<file path="config.mk">
export PLATFORM = sky130hd
export DESIGN_NAME = lbp_queue
export DESIGN_NICKNAME = d
export VERILOG_FILES = /design/src/sv/lbp_pkg.sv /design/src/sv/lbp_queue.sv
export SDC_FILE = /design/constraint.sdc
export NUM_CORES = 1
export LEC_CHECK = 0
export BUFFER_PORTS_ARGS = -buffer_cell sky130_fd_sc_hd__buf_2
export CELL_PAD_IN_SITES_DETAIL_PLACEMENT = 0
export CELL_PAD_IN_SITES_GLOBAL_PLACEMENT = 1
export CORE_MARGIN = 2
export CORE_UTILIZATION = 36
export CTS_CLUSTER_DIAMETER = 40
export CTS_CLUSTER_SIZE = 16
export DETAILED_ROUTE_END_ITERATION = 16
export PLACE_DENSITY = 0.72
export SLEW_MARGIN = 20
export SYNTH_ARGS = -nofsm -noshare
export SYNTH_HDL_FRONTEND = slang
export SYNTH_SLANG_ARGS = --single-unit
</file>
<file path="constraint.sdc">
create_clock -name clk -period 2.15 [get_ports clk]
set_input_delay 0.215 -clock clk [delete_from_list [all_inputs] [get_ports clk]]
set_output_delay 0.215 -clock clk [all_outputs]
set_load 0.01 [all_outputs]
</file>
<file path="src/sv/lbp_pkg.sv">
// Shared types and constants for the LBP texture histogram block.
// No dependencies.
package lbp_pkg;
	localparam int MaxWidth = 2048;
	localparam int MaxHeight = 2048;
	localparam int FracBits = 16;
	localparam int ColW = $clog2(MaxWidth);
	localparam int RowW = $clog2(MaxHeight) + 1;
	localparam int CntW = 22;
	localparam logic [CntW-1:0] CountMax = {CntW{1'b1}};

	typedef enum logic [1:0] {
		OP_PUSH = 2'd0,
		OP_READ = 2'd1,
		OP_CLEAR = 2'd2,
		OP_NONE = 2'd3
	} op_t;

	localparam logic [0:0] REG_WIDTH = 1'b0;
	localparam logic [0:0] REG_HEIGHT = 1'b1;

	// Entry in the queue between front and back.
	typedef struct packed {
		op_t op;
		logic counted;
		logic [7:0] code;
		logic [7:0] bin;
	} cmd_t;
endpackage

</file>
<file path="src/sv/lbp_queue.sv">
// Two-entry command queue between front and back.
// Depends on lbp_pkg.
module lbp_queue import lbp_pkg::*; (
	input logic clk,
	input logic arst_n,
	input logic wr,
	input cmd_t wdata,
	input logic rd,
	output logic not_empty,
	output logic not_full,
	output cmd_t rdata
);
	cmd_t mem_q [2];
	logic [1:0] cnt_q;
	logic wp_q, rp_q;

	assign not_empty = cnt_q != 2'd0;
	assign not_full = cnt_q != 2'd2;
	assign rdata = mem_q[rp_q];

	always_ff @(posedge clk) begin
		if (wr) mem_q[wp_q] <= wdata;
	end

	always_ff @(posedge clk or negedge arst_n) begin
		if (!arst_n) begin
			cnt_q <= '0;
			wp_q <= 1'b0;
			rp_q <= 1'b0;
		end else begin
			if (wr) wp_q <= ~wp_q;
			if (rd) rp_q <= ~rp_q;
			cnt_q <= cnt_q + 2'(wr) - 2'(rd);
		end
	end
endmodule

</file>
==> impl_metrics.toml <==
[timing]
final_max_slew_viol_count = 0
unrepaired_setup_endpoints_after_global_routing = "no"
maxClockFrequency_ghz = 0.647
worst_clock_skew_ns = 0.000804
final-setup-viol-count = 0
tightest_slew_ns = 0.456
timing_hold_violations_final = 0
period_minus_slack_ns = 1.55
slew_headroom_pct = 69.6
layout_worst_path_cycle_share_pct = 71.9
tns_ns = 0
finalWorstSetupSlack_ns = 0.605

[cells_and_area]
final-seq-area_mm2 = 0.00124
layout.cells.non_filler = 181
insertedDiodeCount = 0
post-route-cell-area_mm2 = 0.00209
area_growth_pct = 26.7
num-fill-cells = 375
finalNetCount = 153
multiInputGateArea_um2 = 379
final_layout_size_suffix_gt1_share_pct = 58.9

[worst_setup_path]
worstPathBufferInverterCount = 2
critPathSlowestCell = "sky130_fd_sc_hd__dfrtp_1"
reg2reg_depth = 2
timing.critical_path.from = "rp_q"
worst_setup_sp_type = "flip-flop"
regToRegSetupSlack_ns = 0.75
cp_data_required_time_ns = 1.93
worstReg2RegStart = "wp_q"
critical-path-max-stage-delay_ns = 0.35
path_max_fanout = 10
critPathTopFamily = "buffers and inverters"
timing.critical_path.arrival_ns = 1.33
crit_path_cell_trace = "buf_4 > mux2_4 > buf_2"
timing_worst_setup_path_type = "reg -> out"
critical_path.endpoint_type = "primary output"
timing.rr.end = "mem_q[1][18]"

[synthesis]
netlist_instances = 74
synth.most_common_cell = "sky130_fd_sc_hd__edfxtp_1"
sequential_fraction_of_the_synthesis_area_pct = 75.3
post_synth_num_cell_types = 12
synth.top_cells.by_count = "sky130_fd_sc_hd__edfxtp_1, sky130_fd_sc_hd__mux2_4, sky130_fd_sc_hd__dfrtp_1"
synth_top_area_cell = "sky130_fd_sc_hd__edfxtp_1"
synthDominantCellAreaShare_pct = 69.2
postSynthRegisterBits = 42
syn_area_mm2 = 0.00165
synth-warning-count = 0
synthFlopType = "sky130_fd_sc_hd__edfxtp_1"
yosys-top-cells-area = "sky130_fd_sc_hd__edfxtp_1, sky130_fd_sc_hd__mux2_4, sky130_fd_sc_hd__dfrtp_1, sky130_fd_sc_hd__ha_1, sky130_fd_sc_hd__xor3_1"
synth.net_count = 99
syn-mean-instance-area_um2 = 22.3
synth_async_sr_flop_share_pct = 9.52
synth-edff-count = 38

[detailed_routing]
routedWlPerCell_um = 13.8
drt.antenna.violating_nets = 0
drt-vias-per-instance = 4.37
detailedRoute.firstPassIterationCount = 3
drt-total-wl_um = 2490
drc = 0
route.vias.total = 791
first_iter_violations = 49

[clocking]
hold_buffers = 1
ctsLongestPathBuffers = 2
tritoncts = "done"
ctsHtreeMaxLevel = 2
clk-insertion-delay-late_ns = 0.29
cts_sinks = 42
cts.repair_timing.setup_buffer_count = 0
clk_pin_slew_worst_paths_ns = 0.07
cts_made_buffers = 5
post_cts_resize_count = 0
cts_root_buf = "sky130_fd_sc_hd__clkbuf_8"

[die]
fp.dieArea_mm2 = 0.00513
core_mm2 = 0.00438
die_width_um = 71.7
chipHeight_um = 71.7
initial_core_util_pct = 37.6
floorplan.rows = 24
floorplan.io_pins = 44

[place]
dp.cells = 172
detailedPlacementHpwl_um = 1850
area_post_placement_mm2 = 0.00195
io_buffer_count = 43
place_worst_setup_slack_ns = 0.720
place.gp.congestion = 0.697

[grt]
grt.met3_usage_pct = 3.94
gr-usage-met2_pct = 16.5
first_global_vias = 813
antenna_found_initial = 0
pin_count_of_the_biggest_net_entering_global_routing = 14
busiest_layer = "met2"
grt.met1_usage_pct = 11.3
grt_resource_usage_total_pct = 10.3
grt_overflow_total = 0
first_pass_grt_wire_length_um = 3740

[run_status]
status = "finished clean"

[flow_run]
maxCapViolations = 0

[hold_path]
worstHoldEndpoint = "mem_q[0][11]"
worstHoldPathCells = 1
holdCritPathClass = "in -> reg"
hold_path_startpoint = "wdata[11]"

[power]
static-leakage-power_nw = 0.882
ir_worst_vdd_mv = 0.594
pwr_dens_mw_per_mm2 = 1320
## report_power, final
group	total [mW]	internal [mW]	switching, mW
clock network	0.714	0.459	0.255
logic	0.890	0.489	0.401
registers	1.15	1.09	0.0581
## final cells by class
class,instances,area share (%)
clock buffer,5,3.30
clock inverter,3,3.06
inverter,2,0.359
multi-input combinational,28,18.2
sequential,42,59.4
tap,52,3.12
timing repair buffer,49,12.6
## per-stage QoR
| stage | power [mW] | util (%) | hold WS, ns |
|---|---|---|---|
| 2_1_floorplan | 1.80 | - | -0.0806 |
| 3_3_place_gp | 2.06 | 44.4 | 0.0243 |
| 3_5_place_dp | 2.08 | 44.4 | 0.0257 |
| 4_1_cts | 2.80 | 47.6 | 0.0971 |
| 5_1_grt | 2.89 | 47.6 | 0.0984 |
| 6_report | 2.76 | 47.6 | 0.106 |
## registers in the layout (all words and copies together) (netlist names)
register,flops
mem_q,38
rp_q,1
cnt_q,2
wp_q,1
## cells by family (layout without fill, tap and decap cells)
kind of cell	after synthesis	count (layout)	synth area share, %
xor gates and xnor gates	3	3	2.51
adders and majority gates	2	2	1.52
buffers and inverters	4	59	1.82
DFF	42	42	75.3
muxes	19	19	17.3
and+or+nand+nor	4	4	1.52
## worst max path at each step
| stage | endpoint | depth (start not counted) |
|---|---|---|
| after floorplan | mem_q[0][0] | 1 |
| after global placement | mem_q[1][5] | 2 |
| after detailed placement | mem_q[1][4] | 2 |
| after CTS | rdata[0] | 3 |
| after global routing | rdata[10] | 3 |
| final | rdata[8] | 3 |
## routing by layer
layer	wire (um)	part of all wire (%)	vias up
met5	0	0	-
met4	57	2.3	0
met3	165	6.6	5
met2	1250	50	29
met1	1010	41	371
li1	-	-	386
## cells in the final DEF (no fill, tap or decap)
master / instances
sky130_fd_sc_hd__clkbuf_8: 5
sky130_fd_sc_hd__nand2b_1: 1
sky130_fd_sc_hd__nor2b_2: 1
sky130_fd_sc_hd__xor3_1: 1
sky130_fd_sc_hd__edfxtp_1: 38
sky130_fd_sc_hd__mux2_4: 19
sky130_fd_sc_hd__clkinv_1: 1
sky130_fd_sc_hd__ha_1: 2
sky130_fd_sc_hd__xor2_1: 2
sky130_fd_sc_hd__bufinv_16: 2
sky130_fd_sc_hd__buf_4: 5
sky130_fd_sc_hd__dlygate4sd3_1: 1
sky130_fd_sc_hd__inv_1: 2
sky130_fd_sc_hd__buf_2: 43
sky130_fd_sc_hd__and2_1: 1
sky130_fd_sc_hd__or2_2: 1
sky130_fd_sc_hd__dfrtp_1: 4
## worst register-to-register path: stages (launching register included)
cell and delay, ns:
sky130_fd_sc_hd__dfrtp_1 0.39, sky130_fd_sc_hd__and2_1 0.43, sky130_fd_sc_hd__buf_4 0.28
Note: power is estimated with default switching activity, not from simulation.
